--- src/rtl/phd_pkg.sv ---
// Package for the perfect / harmonic-divisor classifier.
// Widths, sequencer states, divider handshake structs and the result struct; no dependencies.
`default_nettype none
package phd_pkg;

   localparam int NUMBER_WIDTH = 16;

   localparam int REQ_DATA_W = 16;
   localparam int RSP_DATA_W = 32;
   localparam int COUNT_OUT_W = 8;
   localparam int SUM_OUT_W = 18;

   localparam int I_W = (NUMBER_WIDTH + 1) / 2 + 1;
   localparam int CNT_W = (NUMBER_WIDTH + 1) / 2 + 2;
   localparam int SIG_W = NUMBER_WIDTH + 4;
   localparam int DVD_W = NUMBER_WIDTH + CNT_W;
   localparam int DCNT_W = $clog2(DVD_W + 1);

   localparam logic [63:0] COUNT_MAX = 64'd255;
   localparam logic [63:0] SUM_MAX = 64'd262143;

   typedef enum logic [1:0] {
      ST_IDLE,
      ST_TRIAL,
      ST_HARM,
      ST_FINISH
   } state_type;

   typedef struct packed {
      logic              start;
      logic [DVD_W-1:0]  dividend;
      logic [SIG_W-1:0]  divisor;
   } div_req_type;

   typedef struct packed {
      logic              done;
      logic [DVD_W-1:0]  quotient;
      logic [SIG_W-1:0]  remainder;
   } div_rsp_type;

   typedef struct packed {
      logic                   is_harmonic;
      logic                   is_perfect;
      logic [SUM_OUT_W-1:0]   proper_divisor_sum;
      logic [COUNT_OUT_W-1:0] divisor_count;
   } result_type;

endpackage
`default_nettype wire

--- src/rtl/phd_div.sv ---
// Shared restoring divider, one quotient bit per cycle.
// Uses phd_pkg for widths and the request/response structs.
`default_nettype none
module phd_div
   import phd_pkg::*;
(
   input  wire logic        clock,
   input  wire logic        reset,
   input  wire div_req_type div_req,
   output div_rsp_type      div_rsp
);

   logic [DVD_W-1:0]  dvd_ff, dvd_in;
   logic [SIG_W-1:0]  rem_ff, rem_in;
   logic [SIG_W-1:0]  dsr_ff, dsr_in;
   logic [DCNT_W-1:0] cnt_ff, cnt_in;
   logic              busy_ff, busy_in;
   logic              done_ff, done_in;
   logic [SIG_W:0]    trial;
   logic              fits;

   always_comb begin
      trial = {rem_ff, dvd_ff[DVD_W-1]};
      fits = trial >= {1'b0, dsr_ff};
      dvd_in = dvd_ff;
      rem_in = rem_ff;
      dsr_in = dsr_ff;
      cnt_in = cnt_ff;
      busy_in = busy_ff;
      done_in = 1'b0;
      if (div_req.start) begin
         dvd_in = div_req.dividend;
         dsr_in = div_req.divisor;
         rem_in = '0;
         cnt_in = DCNT_W'(DVD_W);
         busy_in = 1'b1;
      end else if (busy_ff) begin
         dvd_in = {dvd_ff[DVD_W-2:0], fits};
         rem_in = fits ? SIG_W'(trial - {1'b0, dsr_ff}) : trial[SIG_W-1:0];
         cnt_in = cnt_ff - DCNT_W'(1);
         if (cnt_ff == DCNT_W'(1)) begin
            busy_in = 1'b0;
            done_in = 1'b1;
         end
      end
   end

   always_ff @(posedge clock) begin
      if (reset) begin
         busy_ff <= 1'b0;
         done_ff <= 1'b0;
      end else begin
         busy_ff <= busy_in;
         done_ff <= done_in;
      end
      dvd_ff <= dvd_in;
      rem_ff <= rem_in;
      dsr_ff <= dsr_in;
      cnt_ff <= cnt_in;
   end

   assign div_rsp.done = done_ff;
   assign div_rsp.quotient = dvd_ff;
   assign div_rsp.remainder = rem_ff;

endmodule
`default_nettype wire

--- src/rtl/phd_seq.sv ---
// Trial-division sequencer: walks divisors up to sqrt(n), then runs the harmonic test.
// Uses phd_pkg; drives the shared phd_div unit.
`default_nettype none
module phd_seq
   import phd_pkg::*;
(
   input  wire logic                   clock,
   input  wire logic                   reset,
   input  wire logic                   in_valid,
   input  wire logic [REQ_DATA_W-1:0]  in_number,
   output logic                        in_ready,
   output logic                        res_valid,
   input  wire logic                   res_ready,
   output result_type                  res,
   output div_req_type                 div_req,
   input  wire div_rsp_type            div_rsp
);

   state_type             state_ff, state_in;
   logic [NUMBER_WIDTH-1:0] n_ff, n_in, n_new;
   logic [I_W-1:0]        i_ff, i_in;
   logic [CNT_W-1:0]      cnt_ff, cnt_in;
   logic [SIG_W-1:0]      sig_ff, sig_in;
   logic                  harm_ff, harm_in;
   logic [DVD_W-1:0]      prod;
   logic [SIG_W-1:0]      proper;

   assign n_new = NUMBER_WIDTH'(in_number);
   assign prod = {{CNT_W{1'b0}}, n_ff} * {{NUMBER_WIDTH{1'b0}}, cnt_ff};

   always_comb begin
      state_in = state_ff;
      n_in = n_ff;
      i_in = i_ff;
      cnt_in = cnt_ff;
      sig_in = sig_ff;
      harm_in = harm_ff;
      in_ready = 1'b0;
      res_valid = 1'b0;
      div_req.start = 1'b0;
      div_req.dividend = DVD_W'(n_ff);
      div_req.divisor = SIG_W'(i_ff);
      unique case (state_ff)
         ST_IDLE: begin
            in_ready = 1'b1;
            if (in_valid) begin
               n_in = n_new;
               i_in = I_W'(1);
               cnt_in = '0;
               sig_in = '0;
               harm_in = 1'b0;
               if (n_new == '0) begin
                  state_in = ST_FINISH;
               end else begin
                  div_req.start = 1'b1;
                  div_req.dividend = DVD_W'(n_new);
                  div_req.divisor = SIG_W'(1);
                  state_in = ST_TRIAL;
               end
            end
         end
         ST_TRIAL: begin
            if (div_rsp.done) begin
               if (DVD_W'(i_ff) > div_rsp.quotient) begin
                  div_req.start = 1'b1;
                  div_req.dividend = prod;
                  div_req.divisor = sig_ff;
                  state_in = ST_HARM;
               end else begin
                  if (div_rsp.remainder == '0) begin
                     if (div_rsp.quotient == DVD_W'(i_ff)) begin
                        cnt_in = cnt_ff + CNT_W'(1);
                        sig_in = sig_ff + SIG_W'(i_ff);
                     end else begin
                        cnt_in = cnt_ff + CNT_W'(2);
                        sig_in = sig_ff + SIG_W'(i_ff) + SIG_W'(div_rsp.quotient);
                     end
                  end
                  i_in = i_ff + I_W'(1);
                  div_req.start = 1'b1;
                  div_req.dividend = DVD_W'(n_ff);
                  div_req.divisor = SIG_W'(i_in);
               end
            end
         end
         ST_HARM: begin
            if (div_rsp.done) begin
               harm_in = div_rsp.remainder == '0;
               state_in = ST_FINISH;
            end
         end
         ST_FINISH: begin
            res_valid = 1'b1;
            if (res_ready) begin
               state_in = ST_IDLE;
            end
         end
         default: begin
            state_in = ST_IDLE;
         end
      endcase
   end

   always_ff @(posedge clock) begin
      if (reset) begin
         state_ff <= ST_IDLE;
      end else begin
         state_ff <= state_in;
      end
      n_ff <= n_in;
      i_ff <= i_in;
      cnt_ff <= cnt_in;
      sig_ff <= sig_in;
      harm_ff <= harm_in;
   end

   always_comb begin
      proper = sig_ff - SIG_W'(n_ff);
      res.divisor_count = (64'(cnt_ff) > COUNT_MAX) ? COUNT_OUT_W'(COUNT_MAX)
                                                    : COUNT_OUT_W'(cnt_ff);
      res.proper_divisor_sum = (64'(proper) > SUM_MAX) ? SUM_OUT_W'(SUM_MAX)
                                                       : SUM_OUT_W'(proper);
      res.is_perfect = (n_ff > NUMBER_WIDTH'(1)) && (proper == SIG_W'(n_ff));
      res.is_harmonic = harm_ff;
   end

endmodule
`default_nettype wire

--- src/rtl/perfect_harmonic_divisor_classifier.sv ---
// Top level of the perfect / harmonic-divisor classifier.
// Uses phd_pkg; instantiates phd_seq and phd_div and holds the result register.
//
// Usage:
//   req channel: one beat carries the number in req_tdata[15:0]. req_tready is high
//   only while the sequencer is idle; one number is worked on at a time.
//   rsp channel: one beat per number: divisor count, proper divisor sum, perfect flag
//   and harmonic flag.
// Operation:
//   Each trial division runs in the shared bit-serial divider. Divisors are tried
//   from 1 up to floor(sqrt(n)) + 1, then one more division does the harmonic test.
//   Zero skips the divider and goes straight to the result.
// Reset: synchronous, clears the sequencer state and the result valid flag; no pending beat.
// Stall: a finished result sits in the output register until rsp_tready; the next
//   number is taken meanwhile, and its result waits in the sequencer if the
//   register is still full.
`default_nettype none
module perfect_harmonic_divisor_classifier
   import phd_pkg::*;
(
   input  wire logic                   clock,
   input  wire logic                   reset,
   input  wire logic                   req_tvalid,
   output logic                        req_tready,
   input  wire logic [REQ_DATA_W-1:0]  req_tdata,  // [15:0] number
   output logic                        rsp_tvalid,
   input  wire logic                   rsp_tready,
   output logic [RSP_DATA_W-1:0]       rsp_tdata   // [7:0] divisor_count,
                                                   // [25:8] proper_divisor_sum,
                                                   // [26] is_perfect, [27] is_harmonic
);

   div_req_type div_req;
   div_rsp_type div_rsp;
   result_type  res;
   logic        res_valid;
   logic        res_ready;
   logic        rsp_tvalid_ff, rsp_tvalid_in;
   result_type  rsp_data_ff, rsp_data_in;

   phd_seq u_seq (
      .clock     (clock),
      .reset     (reset),
      .in_valid  (req_tvalid),
      .in_number (req_tdata),
      .in_ready  (req_tready),
      .res_valid (res_valid),
      .res_ready (res_ready),
      .res       (res),
      .div_req   (div_req),
      .div_rsp   (div_rsp)
   );

   phd_div u_div (
      .clock   (clock),
      .reset   (reset),
      .div_req (div_req),
      .div_rsp (div_rsp)
   );

   assign res_ready = !rsp_tvalid_ff || rsp_tready;

   always_comb begin
      rsp_tvalid_in = rsp_tvalid_ff;
      rsp_data_in = rsp_data_ff;
      if (res_valid && res_ready) begin
         rsp_tvalid_in = 1'b1;
         rsp_data_in = res;
      end else if (rsp_tready) begin
         rsp_tvalid_in = 1'b0;
      end
   end

   always_ff @(posedge clock) begin
      if (reset) begin
         rsp_tvalid_ff <= 1'b0;
      end else begin
         rsp_tvalid_ff <= rsp_tvalid_in;
      end
      rsp_data_ff <= rsp_data_in;
   end

   assign rsp_tvalid = rsp_tvalid_ff;
   assign rsp_tdata = RSP_DATA_W'(rsp_data_ff);

endmodule
`default_nettype wire

--- config.mk ---
export PLATFORM = sky130hd
export DESIGN_NAME = perfect_harmonic_divisor_classifier
export DESIGN_NICKNAME = d
export VERILOG_FILES = /design/src/rtl/phd_pkg.sv /design/src/rtl/phd_div.sv /design/src/rtl/phd_seq.sv /design/src/rtl/perfect_harmonic_divisor_classifier.sv
export SDC_FILE = /design/constraint.sdc
export NUM_CORES = 1
export LEC_CHECK = 0
export BUFFER_PORTS_ARGS = -buffer_cell sky130_fd_sc_hd__clkbuf_2
export CORE_MARGIN = 4
export CORE_UTILIZATION = 43
export DETAILED_ROUTE_END_ITERATION = 12
export PLACE_DENSITY = 0.7
export SLEW_MARGIN = 20
export SYNTH_ARGS = -nofsm -noshare
export SYNTH_HDL_FRONTEND = slang
export SYNTH_SLANG_ARGS = --single-unit
--- constraint.sdc ---
create_clock -name clock -period 6.5 [get_ports clock]
set_clock_uncertainty 0.05 [all_clocks]
set_input_delay 1.3 -clock clock [delete_from_list [all_inputs] [get_ports clock]]
set_output_delay 1.3 -clock clock [all_outputs]
set_load 0.02 [all_outputs]
# == Yosys cells after proc, flatten, opt, wreduce, memory -nomap -nowiden ==
# Cells that the tools add are included.
# totals
register_bits,160
in_bits,20
output_inout_bits,34
elab_cells,104
# op_classes
addsub,8
multipliers,1
n_lt_le_gt_ge,5
n_eq_ne,13
n_mux,42
bitwise,1
n_reduce_logical,17
# op_table
operator,n
two-way mux 47 bit,3
two-way mux 20 bit,6
case mux 47 bit (2 select lines),1
two-way mux 26 bit,2
two-way mux 10 bit,5
two-way mux 46 bit,1
case mux 20 bit (2 select lines),1
two-way mux 9 bit,3
equality test 26 x 9 -> 1 bit,1
> comparator 9 x 26 -> 1 bit,1
multiplier 16 x 10 -> 26 bit,1
greater-or-equal comparator 21 x 20 -> 1 bit,1
adder 20 bit,1
adder 20 x 9 -> 20 bit,1
equality test 20 x 16 -> 1 bit,1
> comparator 20 x 18 -> 1 bit (second input constant),1
logical NOT 20 bit,1
case mux 10 bit (2 select lines),1
subtractor 20 x 16 -> 20 bit,1
subtractor 20 bit,1
case mux 9 bit (2 select lines),1
> comparator 16 x 1 -> 1 bit (second input constant),1
logical NOT 16 bit,1
two-way mux 2 bit,6
24 further kinds,44

# == Longest topological paths before layout ==
# depth
word_depth,7
mapped_depth,23
mapped_depth_nobuf,21

# == Modules after synthesis ==
# Synthesis repeated with hierarchy kept, for this count alone.
# hier_totals
hier_cells,1830
hier_area_um2,16590.9
# modules_own_cells
mod,instances,cells_per_inst,area_each_um2,seq_area_each_um2
phd_seq,1,1420,11682.5,1721.7
phd_div,1,372,3978.8,1921.8
perfect_harmonic_divisor_classifier,1,38,929.6,860.8

# == Worst setup path after synthesis ==
# No wires, ideal clock.
# synth_timing
kind,register -> register
startpoint,reg u_seq.cnt_ff[2]
endpoint,reg u_div.dvd_ff[21] (data pin)
setup_ns,0.256
t_arrival_ns,5.651
required_ns,6.194
path_slack_ns,0.543
path_stages_with_launch,24
n_path_buf,2
synth_period_minus_slack_ns,5.957
path_cell_list,edfxtp_1 clkbuf_1 buf_1 nand2_1 fa_1 inv_1 fa_1 inv_1 fa_1 inv_1 fa_1 inv_1 fa_1 inv_1 ha_1 o21a_1 o32ai_1 a21oi_1 a31o_2 and3_1 or3_1 a21oi_1 xnor2_1 a22o_1
# synth_between
elab_chain_len,5
# synth_lines
element,line_no,text
from (decl),phd_seq.sv:22,"logic [CNT_W-1:0] cnt_ff, cnt_in;"
from (signal assigned),phd_seq.sv:112,cnt_ff <= cnt_in;
multiplier 16 x 10 -> 26 bit,phd_seq.sv:29,"assign prod = {{CNT_W{1'b0}}, n_ff} * {{NUMBER_WIDTH{1'b0}}, cnt_ff};"
two-way mux 46 bit,phd_seq.sv:64,if (DVD_W'(i_ff) > div_rsp.quotient) begin
two-way mux 47 bit,phd_seq.sv:63,if (div_rsp.done) begin
case mux 47 bit (2 select lines),phd_seq.sv:43,unique case (state_ff)
two-way mux 26 bit,phd_div.sv:31,if (div_req.start) begin
via u_div.dvd_in[21],phd_div.sv:13,"logic [DVD_W-1:0] dvd_ff, dvd_in;"
to (signal assigned),phd_div.sv:56,dvd_ff <= dvd_in;
to (decl),phd_div.sv:13,
# The timed path passes the listed nets, and every way through them passes these cells.
# A chain may end at the register's enable or synchronous reset.

# == Worst setup path after layout ==
# layout_timing
startpoint,reg u_seq.cnt_ff[6]
endpoint,reg u_div.dvd_ff[21] (data pin)
# The elaborated chain is that of the path after synthesis.

==> flow_metrics.tcl <==
set metrics [dict create \
    vias_per_cell 5.64 \
    slowest_delay_ns 0.68 \
    synth_top_family_by_area "adder cells" \
    worstPathArrival_ns 6.43 \
    routedWlPerCell_um 18.7 \
    cts_tree "done" \
    antenna_cells 0 \
    drive_above_1_share_pct 7.59 \
    via_count 13511 \
    synth_edf_count 130 \
    drt-pass1-iter-count 7 \
    crit_path_frequent_cell "fa_1" \
    clock_latency_ns 0.47 \
    grt_pass1_wl_mm 72.5 \
    status "completed" \
    grt_max_degree 42 \
    crit_path_cell_trace "and2_1 -> fa_1 -> fa_1 -> fa_1 -> fa_1 -> inv_1 -> fa_1 -> inv_1 -> ha_1 -> a21o_1 -> o32ai_1 -> a21oi_1 -> a31o_2 -> and3_1 -> or3_1 -> a21oi_1 -> xnor2_1 -> a22o_1" \
    syn_avg_cell_area_um2 8.85 \
    ff2ff_path_depth 18 \
    fin_crit_ns 6.27 \
    synth-adder-area-share_pct 24.8 \
    synth-simple-area-share_pct 19.0 \
    cts_root_buf "clkbuf_16" \
    r2r-start "u_seq.cnt_ff[6]$_SDFFCE_PP0P_" \
    critPathLaunchType "flip-flop" \
    pin_count 54 \
    die_w_um 204 \
    chipHeight_um 204 \
    drc 0 \
    crit_path_end "u_div.dvd_ff[21]$_DFFE_PP_" \
    seq_area_frac_synth_pct 27.4 \
    synthArstFlopShare_pct 0 \
    clkTransAtPathRegs_ns 0.07 \
    htreeDepth 4 \
    start_util_pct 43.7 \
    drtAntennaViolNets 0 \
    yosys.cell_types.count 82 \
    synth_cells 1858 \
    antenna_found_initial 0 \
    worstSetupPathType "reg2reg" \
    final_cell_mix "217 x nand2_1, 193 x inv_1, 143 x ha_1, 130 x edfxtp_1" \
    rows 71 \
    wl_mm 44.8 \
    syn_to_final_growth_pct 8.26 \
    cts_hold_buf 0 \
    maxSlewHeadroom_pct 27.4 \
    slowest_stage "edfxtp_1" \
    place_ws_ns 0.254 \
    min_path_type "reg2reg" \
    grt_pass1_vias 13726 \
    grt_usage_pct 21.9 \
    path_depth 18 \
    finalSetupViolCount 0 \
    synth.cell_area_um2 16400 \
    hold_viol_final 0 \
    fmax_mhz 160 \
    finalSetupTns_ns 0 \
    whs_ns 0.379 \
    cp_max_fo 19 \
    synth-seq-cells 160 \
    synthXorXnorAreaFrac_pct 6.26 \
    port_buffers 49 \
    clock-sinks 160 \
    cts_buffers 17 \
    final_common_cell "nand2_1" \
    gp_congestion 0.916 \
    end_kind "flip-flop" \
    r2r_setup_slack_ns 0.23 \
    yosysTopAreaCellShare_pct 23.7 \
    clockBufferDepth 2 \
    synth_compound_area_share_pct 15.0 \
    ys.flop_type "edfxtp_1" \
    core-area_um2 37700 \
    synth_area_leaders "edfxtp_1 24%, fa_1 14%, ha_1 11%, nand2_1 5.0%, inv_1 4.4%" \
    maxSlewViolCount 0 \
    period_share_pct 96.4 \
    whs_path_depth 0 \
    dp_hpwl_mm 34.4 \
    gr-total-overflow 0 \
    nets 2149 \
    rsz0062_at_grt "no" \
    dr.first_iter.drc_count 1278 \
    worst_slack_ns 0.231 \
    maxCapViolations 0 \
    design.die.area_um2 41400 \
    worstMarginPinSlew_ns 1.09 \
    fin_util_pct 47.3 \
    crit_required_ns 6.66 \
    critPathTopFamily "adder cells" \
    crit_start "u_seq.cnt_ff[6]$_SDFFCE_PP0P_" \
    crit_buf_inv 2 \
    r2r_end "u_div.dvd_ff[21]$_DFFE_PP_" \
    yosysTopAreaCell "edfxtp_1" \
    ys.warnings.count 0 \
    yosys-mux-area-fraction_pct 0.867 \
]
==> Yosys cell counts, types with 9 or more instances <==
cell type,number
nand2_1,217
inv_1,194
ha_1,143
edfxtp_1,130
a21oi_1,128
nor2_1,128
fa_1,114
and2_1,87
o21ai_0,80
xnor2_1,76
clkbuf_1,70
xor2_1,39
nand3_1,37
nor3_1,31
dfxtp_1,30
and3_1,28
a21o_1,27
a211oi_1,21
nor4_1,21
nand2b_1,20
nor2b_1,20
or3_1,17
a31oi_1,13
o21a_1,13
mux2i_1,12
buf_2,11
nand4_1,11
a22o_1,9
==> final cells by class <==
type	instances	area, um2
clock buffers	18	429
clock inverters	14	125
fillers	3600	19900
inverters	194	728
multi-input cells	1415	10900
flip-flops and latches	160	4500
well taps	511	639
repair buffers	84	508
==> worst reg2reg max path, delay by kind of cell, from the launching register on <==
family                   cells  cell delay (ns)
adder cells (fa/ha/maj)      6             2.95
buffers and inverters        2             0.10
AND/OR/NAND/NOR              3             0.79
flip-flops                   1             0.68
AO/OA/AOI/OAI                6             1.38
XOR/XNOR                     1             0.08
==> worst min path at each step <==
stage	from	slack [ns]	end
2_1_floorplan	u_seq.harm_ff$_SDFFCE_PN0P_	0.35	rsp_tdata[27]$_DFFE_PP_
3_3_place_gp	u_seq.harm_ff$_SDFFCE_PN0P_	0.37	rsp_tdata[27]$_DFFE_PP_
3_5_place_dp	u_seq.harm_ff$_SDFFCE_PN0P_	0.37	rsp_tdata[27]$_DFFE_PP_
4_1_cts	u_seq.harm_ff$_SDFFCE_PN0P_	0.38	rsp_tdata[27]$_DFFE_PP_
5_1_grt	u_seq.harm_ff$_SDFFCE_PN0P_	0.39	rsp_tdata[27]$_DFFE_PP_
6_report	u_seq.harm_ff$_SDFFCE_PN0P_	0.38	rsp_tdata[27]$_DFFE_PP_
==> kinds of logic after synthesis <==
family | after synthesis
xor gates and xnor gates | 116
AOI/OAI and AO/OA | 381
muxes | 14
DFF | 160
and+or+nand+nor | 643
other | 1
adders and majority gates | 257
buffers and inverters | 286
==> through the flow <==
stage,cells,area (um2)
floorplan,1861,16500
global placement,2361,17200
CTS,2393,17800
finish,2396,17800
global route,2396,17800
detailed placement,2361,17200
==> state kept, by name, summed over array words and instances, names as in the netlist <==
register / flops
u_div.cnt_ff: 5
rsp_tvalid: 1
rsp_tdata: 28
u_seq.n_ff: 16
u_div.rem_ff: 20
u_div.busy_ff: 1
u_div.dvd_ff: 26
u_seq.harm_ff: 1
u_seq.i_ff: 9
u_div.dsr_ff: 20
u_div.done_ff: 1
u_seq.state_ff: 2
u_seq.sig_ff: 20
u_seq.cnt_ff: 10
==> routing by layer <==
| layer | vias up | GRT usage [%] | wire length (um) |
|---|---|---|---|
| met5 | - | 0 | 0 |
| met4 | 0 | 6.89 | 1150 |
| met3 | 77 | 4.07 | 3010 |
| met2 | 486 | 36.9 | 21700 |
| met1 | 6527 | 28.8 | 19000 |
| li1 | 6421 | - | - |
==> timing repair <==
| item | 4_1_cts | 5_1_grt |
|---|---|---|
| gates resized for setup | 0 | 0 |
| endpoints found under the setup margin | 0 | 1 |
| setup buffers | 0 | 3 |
Power is left out: the tool's default activity adds up to more than one toggle a clock period on the data nets, which glitch-free logic cannot reach.
